**config.mk**
```make
export PLATFORM = sky130hd
export DESIGN_NAME = numeric_literal_recognizer_core
export DESIGN_NICKNAME = d
export VERILOG_FILES = /design/src/sv/nlr_pkg.sv /design/src/sv/numeric_literal_recognizer_core.sv /design/src/sv/nlr_step.sv
export VERILOG_INCLUDE_DIRS = /design/src /design/src/sv
export SDC_FILE = /design/constraint.sdc
export NUM_CORES = 1
export LEC_CHECK = 0
export BUFFER_PORTS_ARGS = -buffer_cell sky130_fd_sc_hd__buf_2
export CAP_MARGIN = 10
export CORE_UTILIZATION = 35
export CTS_CLUSTER_DIAMETER = 150
export DETAILED_ROUTE_END_ITERATION = 7
export PLACE_DENSITY = 0.52
export REMOVE_ABC_BUFFERS = 1
export SLEW_MARGIN = 30
export SYNTH_ARGS = -nofsm -noshare
export SYNTH_HDL_FRONTEND = slang
export SYNTH_SLANG_ARGS = --single-unit
```
**constraint.sdc**
```tcl
create_clock -name clock -period 8 [get_ports clock]
set_clock_uncertainty 0.2 [all_clocks]
set_input_delay 2.4 -clock clock [delete_from_list [all_inputs] [get_ports clock]]
set_output_delay 2.4 -clock clock [all_outputs]
set_load 0.005 [all_outputs]
```
**src/sv/numeric_literal_recognizer_core_defines.svh**
```systemverilog
// ---------------------------------------------------------------------------
// Numeric literal recognizer assertion macros
// Shorthand for clocked implication checks used by the core.
// ---------------------------------------------------------------------------
`ifndef NUMERIC_LITERAL_RECOGNIZER_CORE_DEFINES_SVH
`define NUMERIC_LITERAL_RECOGNIZER_CORE_DEFINES_SVH

// same-cycle implication
`define NLR_ASSERT_IMP(lbl, clk, rst, ante, cons, msg) \
   lbl: assert property (@(posedge clk) disable iff (rst) (ante) |-> (cons)) \
      else $error(msg);

// next-cycle implication
`define NLR_ASSERT_NXT(lbl, clk, rst, ante, cons, msg) \
   lbl: assert property (@(posedge clk) disable iff (rst) (ante) |=> (cons)) \
      else $error(msg);

`endif

```
**src/sv/nlr_pkg.sv**
```systemverilog
// ---------------------------------------------------------------------------
// Numeric literal recognizer package
// Shared types, character codes and helper functions.
// ---------------------------------------------------------------------------
package nlr_pkg;

   localparam int LEN_W = 16;
   localparam logic [LEN_W-1:0] LEN_MAX = '1;

   typedef enum logic [3:0] {
      PH_IDLE  = 4'd0,
      PH_ZERO  = 4'd1,
      PH_BIN   = 4'd2,
      PH_OCT   = 4'd3,
      PH_HEX   = 4'd4,
      PH_INT   = 4'd5,
      PH_DOT   = 4'd6,
      PH_FRAC  = 4'd7,
      PH_ESIGN = 4'd8,
      PH_EXP   = 4'd9
   } phase_type;

   typedef enum logic [2:0] {
      OUT_INT    = 3'd0,
      OUT_FLOAT  = 3'd1,
      OUT_NO_BIN = 3'd2,
      OUT_NO_OCT = 3'd3,
      OUT_NO_HEX = 3'd4,
      OUT_BAD_US = 3'd5,
      OUT_NO_EXP = 3'd6
   } outcome_type;

   localparam logic [7:0] CH_US    = 8'h5F;  // '_'
   localparam logic [7:0] CH_0     = 8'h30;
   localparam logic [7:0] CH_1     = 8'h31;
   localparam logic [7:0] CH_7     = 8'h37;
   localparam logic [7:0] CH_9     = 8'h39;
   localparam logic [7:0] CH_LA    = 8'h61;  // 'a'
   localparam logic [7:0] CH_LF    = 8'h66;  // 'f'
   localparam logic [7:0] CH_UA    = 8'h41;  // 'A'
   localparam logic [7:0] CH_UF    = 8'h46;  // 'F'
   localparam logic [7:0] CH_LB    = 8'h62;  // 'b'
   localparam logic [7:0] CH_UB    = 8'h42;
   localparam logic [7:0] CH_LO    = 8'h6F;  // 'o'
   localparam logic [7:0] CH_UO    = 8'h4F;
   localparam logic [7:0] CH_LX    = 8'h78;  // 'x'
   localparam logic [7:0] CH_UX    = 8'h58;
   localparam logic [7:0] CH_LE    = 8'h65;  // 'e'
   localparam logic [7:0] CH_UE    = 8'h45;
   localparam logic [7:0] CH_DOT   = 8'h2E;
   localparam logic [7:0] CH_PLUS  = 8'h2B;
   localparam logic [7:0] CH_MINUS = 8'h2D;

   typedef struct packed {
      logic [7:0] ch;
      logic       begin_token;
      logic       end_of_input;
   } nlr_item_type;

   typedef struct packed {
      phase_type        phase;
      logic             underscore_last;
      logic             digit_seen;
      logic             float_flag;
      logic             dot_pending;
      logic [LEN_W-1:0] length_count;
   } nlr_state_type;

   typedef struct packed {
      logic             fire;
      outcome_type      outcome;
      logic [LEN_W-1:0] token_length;
   } nlr_result_type;

   localparam nlr_state_type STATE_CLEAR = '{
      phase: PH_IDLE, underscore_last: 1'b0, digit_seen: 1'b0,
      float_flag: 1'b0, dot_pending: 1'b0, length_count: '0};

   function automatic logic is_dec(logic [7:0] c);
      return (c >= CH_0) && (c <= CH_9);
   endfunction

   function automatic logic is_bin(logic [7:0] c);
      return (c == CH_0) || (c == CH_1);
   endfunction

   function automatic logic is_oct(logic [7:0] c);
      return (c >= CH_0) && (c <= CH_7);
   endfunction

   function automatic logic is_hex(logic [7:0] c);
      return is_dec(c) || ((c >= CH_LA) && (c <= CH_LF)) ||
             ((c >= CH_UA) && (c <= CH_UF));
   endfunction

   function automatic logic [LEN_W-1:0] sat_inc(logic [LEN_W-1:0] v);
      return (v == LEN_MAX) ? v : v + LEN_W'(1);
   endfunction

endpackage

```
**src/sv/numeric_literal_recognizer_core.sv**
```systemverilog
// ---------------------------------------------------------------------------
// Numeric literal recognizer core
// Streams source bytes and reports each numeric literal's kind and length.
// ---------------------------------------------------------------------------
// Usage:
//   req_*  : one source byte per transfer. tdata carries the byte, tuser
//            flags the first digit of a new token, tlast marks end of input
//            (no byte carried then).
//   rsp_*  : one transfer per finished token: outcome code and the count of
//            characters consumed. The byte that ends a token is not consumed
//            and belongs to the caller's next token.
//   Path:    an accepted byte sits in the input register, is stepped by
//            nlr_step from there, and a result it closes is loaded into
//            the result register and driven on rsp_tdata.
//   Throughput: one byte per cycle when not stalled; the one-step state
//            update between the input and result registers sets this figure.
//   Stall: while rsp_tready is low and a result is waiting, bytes that
//            close no token still advance; a byte that would close one
//            waits in the input register, and req_tready drops.
//   Reset: synchronous, clears both valid flags and the scanner state
//            (idle, no token open).
// ---------------------------------------------------------------------------
module numeric_literal_recognizer_core (
   input  logic        clock,
   input  logic        reset,
   input  logic        req_tvalid,
   output logic        req_tready,
   input  logic [7:0]  req_tdata,   // [7:0] ch
   input  logic        req_tuser,   // [0] begin_token
   input  logic        req_tlast,   // end_of_input
   output logic        rsp_tvalid,
   input  logic        rsp_tready,
   output logic [23:0] rsp_tdata    // [2:0] outcome, [18:3] token_length, zero fill
);
   import nlr_pkg::*;

`include "numeric_literal_recognizer_core_defines.svh"

   // input register
   logic            in_valid_ff, in_valid_in;
   nlr_item_type    in_item_ff,  in_item_in;

   // scanner state
   nlr_state_type   state_ff, state_in;
   nlr_state_type   step_nxt;
   nlr_result_type  step_res;

   // result register
   logic              out_valid_ff, out_valid_in;
   outcome_type       out_code_ff,  out_code_in;
   logic [LEN_W-1:0]  out_len_ff,   out_len_in;

   logic advance;

   nlr_step u_step (
      .item (in_item_ff),
      .cur  (state_ff),
      .nxt  (step_nxt),
      .res  (step_res)
   );

   // a held byte moves on unless it closes a token while the result slot is full and rsp_tready is low
   assign advance    = in_valid_ff && (!step_res.fire || !out_valid_ff || rsp_tready);
   assign req_tready = !in_valid_ff || advance;

   always_comb begin
      in_valid_in = in_valid_ff;
      in_item_in  = in_item_ff;
      if (advance) begin
         in_valid_in = 1'b0;
      end
      if (req_tvalid && req_tready) begin
         in_valid_in = 1'b1;
         in_item_in  = '{ch: req_tdata, begin_token: req_tuser, end_of_input: req_tlast};
      end
   end

   assign state_in = advance ? step_nxt : state_ff;

   always_comb begin
      out_valid_in = out_valid_ff;
      out_code_in  = out_code_ff;
      out_len_in   = out_len_ff;
      if (rsp_tready) begin
         out_valid_in = 1'b0;
      end
      if (advance && step_res.fire) begin
         out_valid_in = 1'b1;
         out_code_in  = step_res.outcome;
         out_len_in   = step_res.token_length;
      end
   end

   always_ff @(posedge clock) begin
      if (reset) begin
         in_valid_ff  <= 1'b0;
         out_valid_ff <= 1'b0;
         state_ff     <= STATE_CLEAR;
      end else begin
         in_valid_ff  <= in_valid_in;
         out_valid_ff <= out_valid_in;
         state_ff     <= state_in;
      end
   end

   // payload, no reset needed
   always_ff @(posedge clock) begin
      in_item_ff  <= in_item_in;
      out_code_ff <= out_code_in;
      out_len_ff  <= out_len_in;
   end

   assign rsp_tvalid = out_valid_ff;
   assign rsp_tdata  = {5'd0, out_len_ff, out_code_ff};

   `NLR_ASSERT_NXT(a_hold_input, clock, reset, in_valid_ff && !advance,
      in_valid_ff && $stable(in_item_ff), "held byte lost or changed")
   `NLR_ASSERT_NXT(a_result_loaded, clock, reset, advance && step_res.fire,
      out_valid_ff, "closed token produced no result")
   `NLR_ASSERT_IMP(a_idle_len, clock, reset, state_ff.phase == PH_IDLE,
      state_ff.length_count == '0, "idle scanner holds a length")
   `NLR_ASSERT_IMP(a_dot_phase, clock, reset, state_ff.dot_pending,
      state_ff.phase == PH_DOT, "held dot outside dot phase")

endmodule

```
**src/sv/nlr_step.sv**
```systemverilog
// ---------------------------------------------------------------------------
// Numeric literal recognizer step
// One character's state transition and the token result it may close.
// ---------------------------------------------------------------------------
module nlr_step (
   input  nlr_pkg::nlr_item_type   item,
   input  nlr_pkg::nlr_state_type  cur,
   output nlr_pkg::nlr_state_type  nxt,
   output nlr_pkg::nlr_result_type res
);
   import nlr_pkg::*;

   logic [7:0] ch;
   logic       eoi;
   logic       is_us;
   logic       is_e;

   assign ch    = item.ch;
   assign eoi   = item.end_of_input;
   assign is_us = !eoi && (ch == CH_US);
   assign is_e  = !eoi && ((ch == CH_LE) || (ch == CH_UE));

   always_comb begin
      logic radix_dig;
      outcome_type nodig;
      radix_dig = 1'b0;
      nodig     = OUT_NO_BIN;
      nxt       = cur;
      res.fire         = 1'b0;
      res.outcome      = OUT_INT;
      res.token_length = cur.length_count;

      if (item.begin_token && !eoi) begin
         nxt = STATE_CLEAR;
         nxt.length_count = LEN_W'(1);
         nxt.phase = (ch == CH_0) ? PH_ZERO : PH_INT;
      end else begin
         case (cur.phase)
            PH_ZERO, PH_INT: begin
               if (cur.phase == PH_ZERO && !eoi && ((ch == CH_LB) || (ch == CH_UB) ||
                   (ch == CH_LO) || (ch == CH_UO) || (ch == CH_LX) || (ch == CH_UX))) begin
                  nxt.length_count    = sat_inc(cur.length_count);
                  nxt.digit_seen      = 1'b0;
                  nxt.underscore_last = 1'b0;
                  if ((ch == CH_LB) || (ch == CH_UB)) begin
                     nxt.phase = PH_BIN;
                  end else if ((ch == CH_LO) || (ch == CH_UO)) begin
                     nxt.phase = PH_OCT;
                  end else begin
                     nxt.phase = PH_HEX;
                  end
               end else begin
                  nxt.phase = PH_INT;
                  if (is_us) begin
                     if (cur.underscore_last) begin
                        res.fire = 1'b1;
                        res.outcome = OUT_BAD_US;
                        nxt = STATE_CLEAR;
                     end else begin
                        nxt.length_count    = sat_inc(cur.length_count);
                        nxt.underscore_last = 1'b1;
                     end
                  end else if (!eoi && is_dec(ch)) begin
                     nxt.length_count    = sat_inc(cur.length_count);
                     nxt.underscore_last = 1'b0;
                     nxt.digit_seen      = 1'b1;
                  end else if (!eoi && (ch == CH_DOT)) begin
                     if (cur.underscore_last) begin
                        res.fire = 1'b1;
                        res.outcome = OUT_BAD_US;
                        nxt = STATE_CLEAR;
                     end else begin
                        nxt.dot_pending = 1'b1;
                        nxt.phase       = PH_DOT;
                     end
                  end else if (is_e) begin
                     nxt.length_count    = sat_inc(cur.length_count);
                     nxt.float_flag      = 1'b1;
                     nxt.underscore_last = 1'b0;
                     nxt.digit_seen      = 1'b0;
                     nxt.phase           = PH_ESIGN;
                  end else begin
                     res.fire = 1'b1;
                     res.outcome = cur.underscore_last ? OUT_BAD_US :
                                   (cur.float_flag ? OUT_FLOAT : OUT_INT);
                     nxt = STATE_CLEAR;
                  end
               end
            end
            PH_BIN, PH_OCT, PH_HEX: begin
               if (cur.phase == PH_BIN) begin
                  radix_dig = is_bin(ch);
                  nodig     = OUT_NO_BIN;
               end else if (cur.phase == PH_OCT) begin
                  radix_dig = is_oct(ch);
                  nodig     = OUT_NO_OCT;
               end else begin
                  radix_dig = is_hex(ch);
                  nodig     = OUT_NO_HEX;
               end
               if (is_us) begin
                  if (cur.underscore_last) begin
                     res.fire = 1'b1;
                     res.outcome = OUT_BAD_US;
                     nxt = STATE_CLEAR;
                  end else begin
                     nxt.length_count    = sat_inc(cur.length_count);
                     nxt.underscore_last = 1'b1;
                  end
               end else if (!eoi && radix_dig) begin
                  nxt.length_count    = sat_inc(cur.length_count);
                  nxt.underscore_last = 1'b0;
                  nxt.digit_seen      = 1'b1;
               end else begin
                  res.fire = 1'b1;
                  res.outcome = !cur.digit_seen ? nodig :
                                (cur.underscore_last ? OUT_BAD_US : OUT_INT);
                  nxt = STATE_CLEAR;
               end
            end
            PH_DOT: begin
               if (!eoi && is_dec(ch)) begin
                  // the held dot and this digit are counted together
                  nxt.length_count    = sat_inc(sat_inc(cur.length_count));
                  nxt.dot_pending     = 1'b0;
                  nxt.float_flag      = 1'b1;
                  nxt.underscore_last = 1'b0;
                  nxt.phase           = PH_FRAC;
               end else begin
                  res.fire = 1'b1;
                  res.outcome = is_us ? OUT_BAD_US : OUT_INT;
                  nxt = STATE_CLEAR;
               end
            end
            PH_FRAC: begin
               if (is_us) begin
                  if (cur.underscore_last) begin
                     res.fire = 1'b1;
                     res.outcome = OUT_BAD_US;
                     nxt = STATE_CLEAR;
                  end else begin
                     nxt.length_count    = sat_inc(cur.length_count);
                     nxt.underscore_last = 1'b1;
                  end
               end else if (!eoi && is_dec(ch)) begin
                  nxt.length_count    = sat_inc(cur.length_count);
                  nxt.underscore_last = 1'b0;
                  nxt.digit_seen      = 1'b1;
               end else if (is_e) begin
                  nxt.length_count    = sat_inc(cur.length_count);
                  nxt.float_flag      = 1'b1;
                  nxt.underscore_last = 1'b0;
                  nxt.digit_seen      = 1'b0;
                  nxt.phase           = PH_ESIGN;
               end else begin
                  res.fire = 1'b1;
                  res.outcome = cur.underscore_last ? OUT_BAD_US :
                                (cur.float_flag ? OUT_FLOAT : OUT_INT);
                  nxt = STATE_CLEAR;
               end
            end
            PH_ESIGN, PH_EXP: begin
               nxt.phase = PH_EXP;
               if (cur.phase == PH_ESIGN && !eoi &&
                   ((ch == CH_PLUS) || (ch == CH_MINUS))) begin
                  nxt.length_count = sat_inc(cur.length_count);
               end else if (is_us) begin
                  if (cur.underscore_last) begin
                     res.fire = 1'b1;
                     res.outcome = OUT_BAD_US;
                     nxt = STATE_CLEAR;
                  end else begin
                     nxt.length_count    = sat_inc(cur.length_count);
                     nxt.underscore_last = 1'b1;
                  end
               end else if (!eoi && is_dec(ch)) begin
                  nxt.length_count    = sat_inc(cur.length_count);
                  nxt.underscore_last = 1'b0;
                  nxt.digit_seen      = 1'b1;
               end else begin
                  res.fire = 1'b1;
                  res.outcome = !cur.digit_seen ? OUT_NO_EXP :
                                (cur.underscore_last ? OUT_BAD_US : OUT_FLOAT);
                  nxt = STATE_CLEAR;
               end
            end
            default: begin
               // idle: bytes outside a token are ignored
               nxt = cur;
            end
         endcase
      end
   end

endmodule
```
==> impl_results.md <==
* Ranking of synthesized cells by area: sky130_fd_sc_hd__edfxtp_1 22%, sky130_fd_sc_hd__dfxtp_1 13%, sky130_fd_sc_hd__nand2_1 4.6%
* Antenna viol nets, final at 0
* Sum of routed wire length over all layers at 12.3 mm
* Vias after detailed routing at 3929
* Net switching fraction of the power at 23.9%
* RePlAce Congestion at 0.972
* Die Outline Area at 11900 um2
* Average detailed-routed wire length per instance at 19.5 um
* Detailed placer's ending HPWL at 9.00 mm
* WS Path Type: register to output pin
* Number of buffers inserted by hold repair at cts at 0
* Maximum fanout along the worst path at 9
* Number of global-route vias before repair at 3503
* Master cell of the clock root buffer: sky130_fd_sc_hd__clkbuf_16
* Max Buffers Root-to-Sink at 2
* Synthesis-to-finish area growth at 10.1%
* Layout cell share with drive strength beyond 1 at 16.2%
* DRC viols at 0
* Worst Setup End Kind: output pin
* Yosys synthesis warning count at 0
* Tightest slew margin relative to the limit at 38.3%
* Instance count along the most critical hold path at 0
* Count of input and output buffers at 34
* End point of the worst hold path: out_len_ff[9]
* Portion of the post-synthesis area used by sequential elements at 34.3%
* Final slew viol count at 0
* Detail-routed via count per cell at 6.25
* Final critical-path required period at 5840 ps
* Starting density of the core at 36.5%
* Register-to-register path setup slack at 3200 ps
* Total global routing overflow at 0
* Part of the total power dissipated in combinational logic at 7.3%
* Die span in y at 109 um
* Number of enable flip-flop cells after synthesis at 29
* Part of the cycle the worst path needs at 73.0%
* Cts repair resizes at 0
* Slew @ Worst Pin at 924 ps
* Total clock buffers created by CTS at 5
* Reg power frac at 53.1%
* Nets at 504
* First-pass detailed-route iteration total at 5
* Number of core rows at 38
* Hold Slack at 332 ps
* Clk network pwr share at 39.5%
* Worst setup path startpoint: in_item_ff[5]
* Peak VDD IR at 0.0730 mV
* Async set or reset register ratio after synthesis at 0%
* Reg2Reg Capture Point: state_ff[13]
* Total I/O pin count at 40
* Iteration-0 DRC count of the detailed router at 421
* Worst Reg-to-Reg Cells at 11
* Mean instance size in the synthesized netlist at 8.54 um2
* Net switching component of the power at 0.137 mW
* Pwr Total at 0.571 mW
* Most used flip-flop cell after synthesis: sky130_fd_sc_hd__edfxtp_1
* Maximum level of the CTS H-tree at 2
* Total inserted antenna cells at 0
* CTS clk-pin slew, worst paths at 70 ps
* Global-route wire length before repair at 19.3 mm
* Fraction of synthesized cell area taken by the top area cell type at 21.8%
* Pin count of the biggest net entering global routing at 20
* Non-Filler Cell Area, Final at 4410 um2
* Post-CTS setup buffer count at 0
* CTS Sinks at 54
* Crit path DAT at 3240 ps
* Run status: complete, no violations
* Max-cap violation count at 0
* Cells after synthesis at 469
* Dominant cell type by area after synthesis: sky130_fd_sc_hd__edfxtp_1
* Power density over the cells at 130 nW/um2
* Internal at 0.435 mW
* CTS tree: yes
* Initial antenna violation count at 0
* Worst hold start: state_ff[9]
* Setup violation total in the final timing report at 0
* Cell area after technology mapping at 4000 um2
* Leakage power at 1.48 nW
* Total negative slack at 0 ps
* Critical R2R Launch: state_ff[0]
* Core area at 11000 um2
* Category of the worst setup path launch point: register
* Synth unique cells at 84
* FMAX at 0.171 GHz
* Register bit total from synthesis at 54
* RSZ-0062 raised after global routing: false
* Cell area after placement at 4240 um2
* Source-to-sink clock delay at the later pin of the worst-skew pair at 300 ps
* Tightest Hold Check Type: register to register
* Global-route usage over all layers at 21.4%
* Data required time at the worst endpoint at 5400 ps
* Number of failing hold endpoints at the final stage at 0
* X dimension of the die at 109 um
## worst max-delay path, stage by stage, from the launching register on
cell and delay (ps):
sky130_fd_sc_hd__edfxtp_1 510, sky130_fd_sc_hd__or4b_4 540, sky130_fd_sc_hd__nor4_2 550, sky130_fd_sc_hd__or2_2 260, sky130_fd_sc_hd__nor2_1 100, sky130_fd_sc_hd__a2111o_1 510
sky130_fd_sc_hd__nand3_1 220, sky130_fd_sc_hd__nor2_1 90, sky130_fd_sc_hd__inv_1 60, sky130_fd_sc_hd__buf_2 100
## worst max-delay path by stage
| stage | endpoint | slack [ps] | cells after the start |
|---|---|---|---|
| 2_1_floorplan | req_tready | 2630 | 3 |
| 3_3_place_gp | req_tready | 2390 | 5 |
| 3_5_place_dp | req_tready | 2350 | 8 |
| 4_1_cts | req_tready | 2020 | 8 |
| 5_1_grt | req_tready | 1990 | 9 |
| 6_report | req_tready | 2160 | 9 |
## routing by layer
| layer | track usage, % | wire length (um) |
|---|---|---|
| met5 | 0 | 0 |
| met4 | 8.78 | 321 |
| met3 | 4.18 | 865 |
| met2 | 31.8 | 5390 |
| met1 | 30.1 | 5690 |
## stage by stage
stage	utilization (%)	setup WS (ps)	std cells
after floorplan	-	2630	445
after global placement	38.6	2390	621
after detailed placement	38.6	2350	621
after CTS	40.0	2020	629
after global routing	40.1	1990	629
final	40.1	2160	629
## cells by family after synthesis
| group | after synthesis | synth area share [%] |
|---|---|---|
| xor gates and xnor gates | 12 | 2.62 |
| adders and majority gates | 2 | 0.625 |
| and+or+nand+nor | 210 | 29.1 |
| buffers and inverters | 37 | 4.50 |
| AOI/OAI and AO/OA | 139 | 25.2 |
| other | 1 | 0.0937 |
| muxes | 14 | 3.63 |
| DFF | 54 | 34.3 |
## synth_stat cells (all sizes together), types with 13 or more instances
library cell,count
edfxtp,29
dfxtp,25
o21ai,25
clkbuf,15
nand2,49
nor2,30
nand3,22
nor4,14
nor3,20
o31ai,13
buf,13
a21oi,25
## placed cells by master, fill, tap and decap left out, types with 5 or more instances in the layout
cell type,count
sky130_fd_sc_hd__nor3_1,19
sky130_fd_sc_hd__nand2_1,49
sky130_fd_sc_hd__nor4_1,11
sky130_fd_sc_hd__and3_1,11
sky130_fd_sc_hd__buf_2,34
sky130_fd_sc_hd__and2_1,7
sky130_fd_sc_hd__clkbuf_16,5
sky130_fd_sc_hd__nor2b_1,9
sky130_fd_sc_hd__nand3_1,21
sky130_fd_sc_hd__conb_1,5
sky130_fd_sc_hd__edfxtp_1,29
sky130_fd_sc_hd__mux2i_1,10
sky130_fd_sc_hd__a2111oi_0,5
sky130_fd_sc_hd__dfxtp_1,25
sky130_fd_sc_hd__nor2_1,29
sky130_fd_sc_hd__inv_1,9
sky130_fd_sc_hd__o211ai_1,6
sky130_fd_sc_hd__nand4_1,9
sky130_fd_sc_hd__xnor2_1,10
sky130_fd_sc_hd__o22ai_1,5
sky130_fd_sc_hd__a21oi_1,23
sky130_fd_sc_hd__o31ai_1,12
sky130_fd_sc_hd__o21ai_0,24
sky130_fd_sc_hd__nand2b_1,8
sky130_fd_sc_hd__a31oi_1,5
## sequential cells by signal, indices dropped and copies added (netlist names)
register     cells
in_item_ff      10
in_valid_ff      1
out_code_ff      3
out_len_ff      16
rsp_tvalid       1
state_ff        23
## area by class of cell
| cell class | count | area, um2 |
|---|---|---|
| clock buffer | 6 | 139 |
| fill | 1114 | 6570 |
| sequential | 54 | 1370 |
| tap | 140 | 175 |
| timing repair buffer | 36 | 185 |
| multi-input combinational | 382 | 2490 |
| inverter | 9 | 33.8 |
| clock inverter | 2 | 12.5 |
## power groups by stage
| stage | combinational, mW | sequential, mW | clock, mW |
|---|---|---|---|
| 2_1_floorplan | 0.0266 | 0.307 | 0 |
| 3_5_place_dp | 0.0406 | 0.310 | 0 |
| 4_1_cts | 0.0408 | 0.303 | 0.232 |
| 6_report | 0.0419 | 0.304 | 0.226 |
| 3_3_place_gp | 0.0411 | 0.309 | 0 |
| 5_1_grt | 0.0454 | 0.305 | 0.242 |
(Power assumes the default switching activity.)
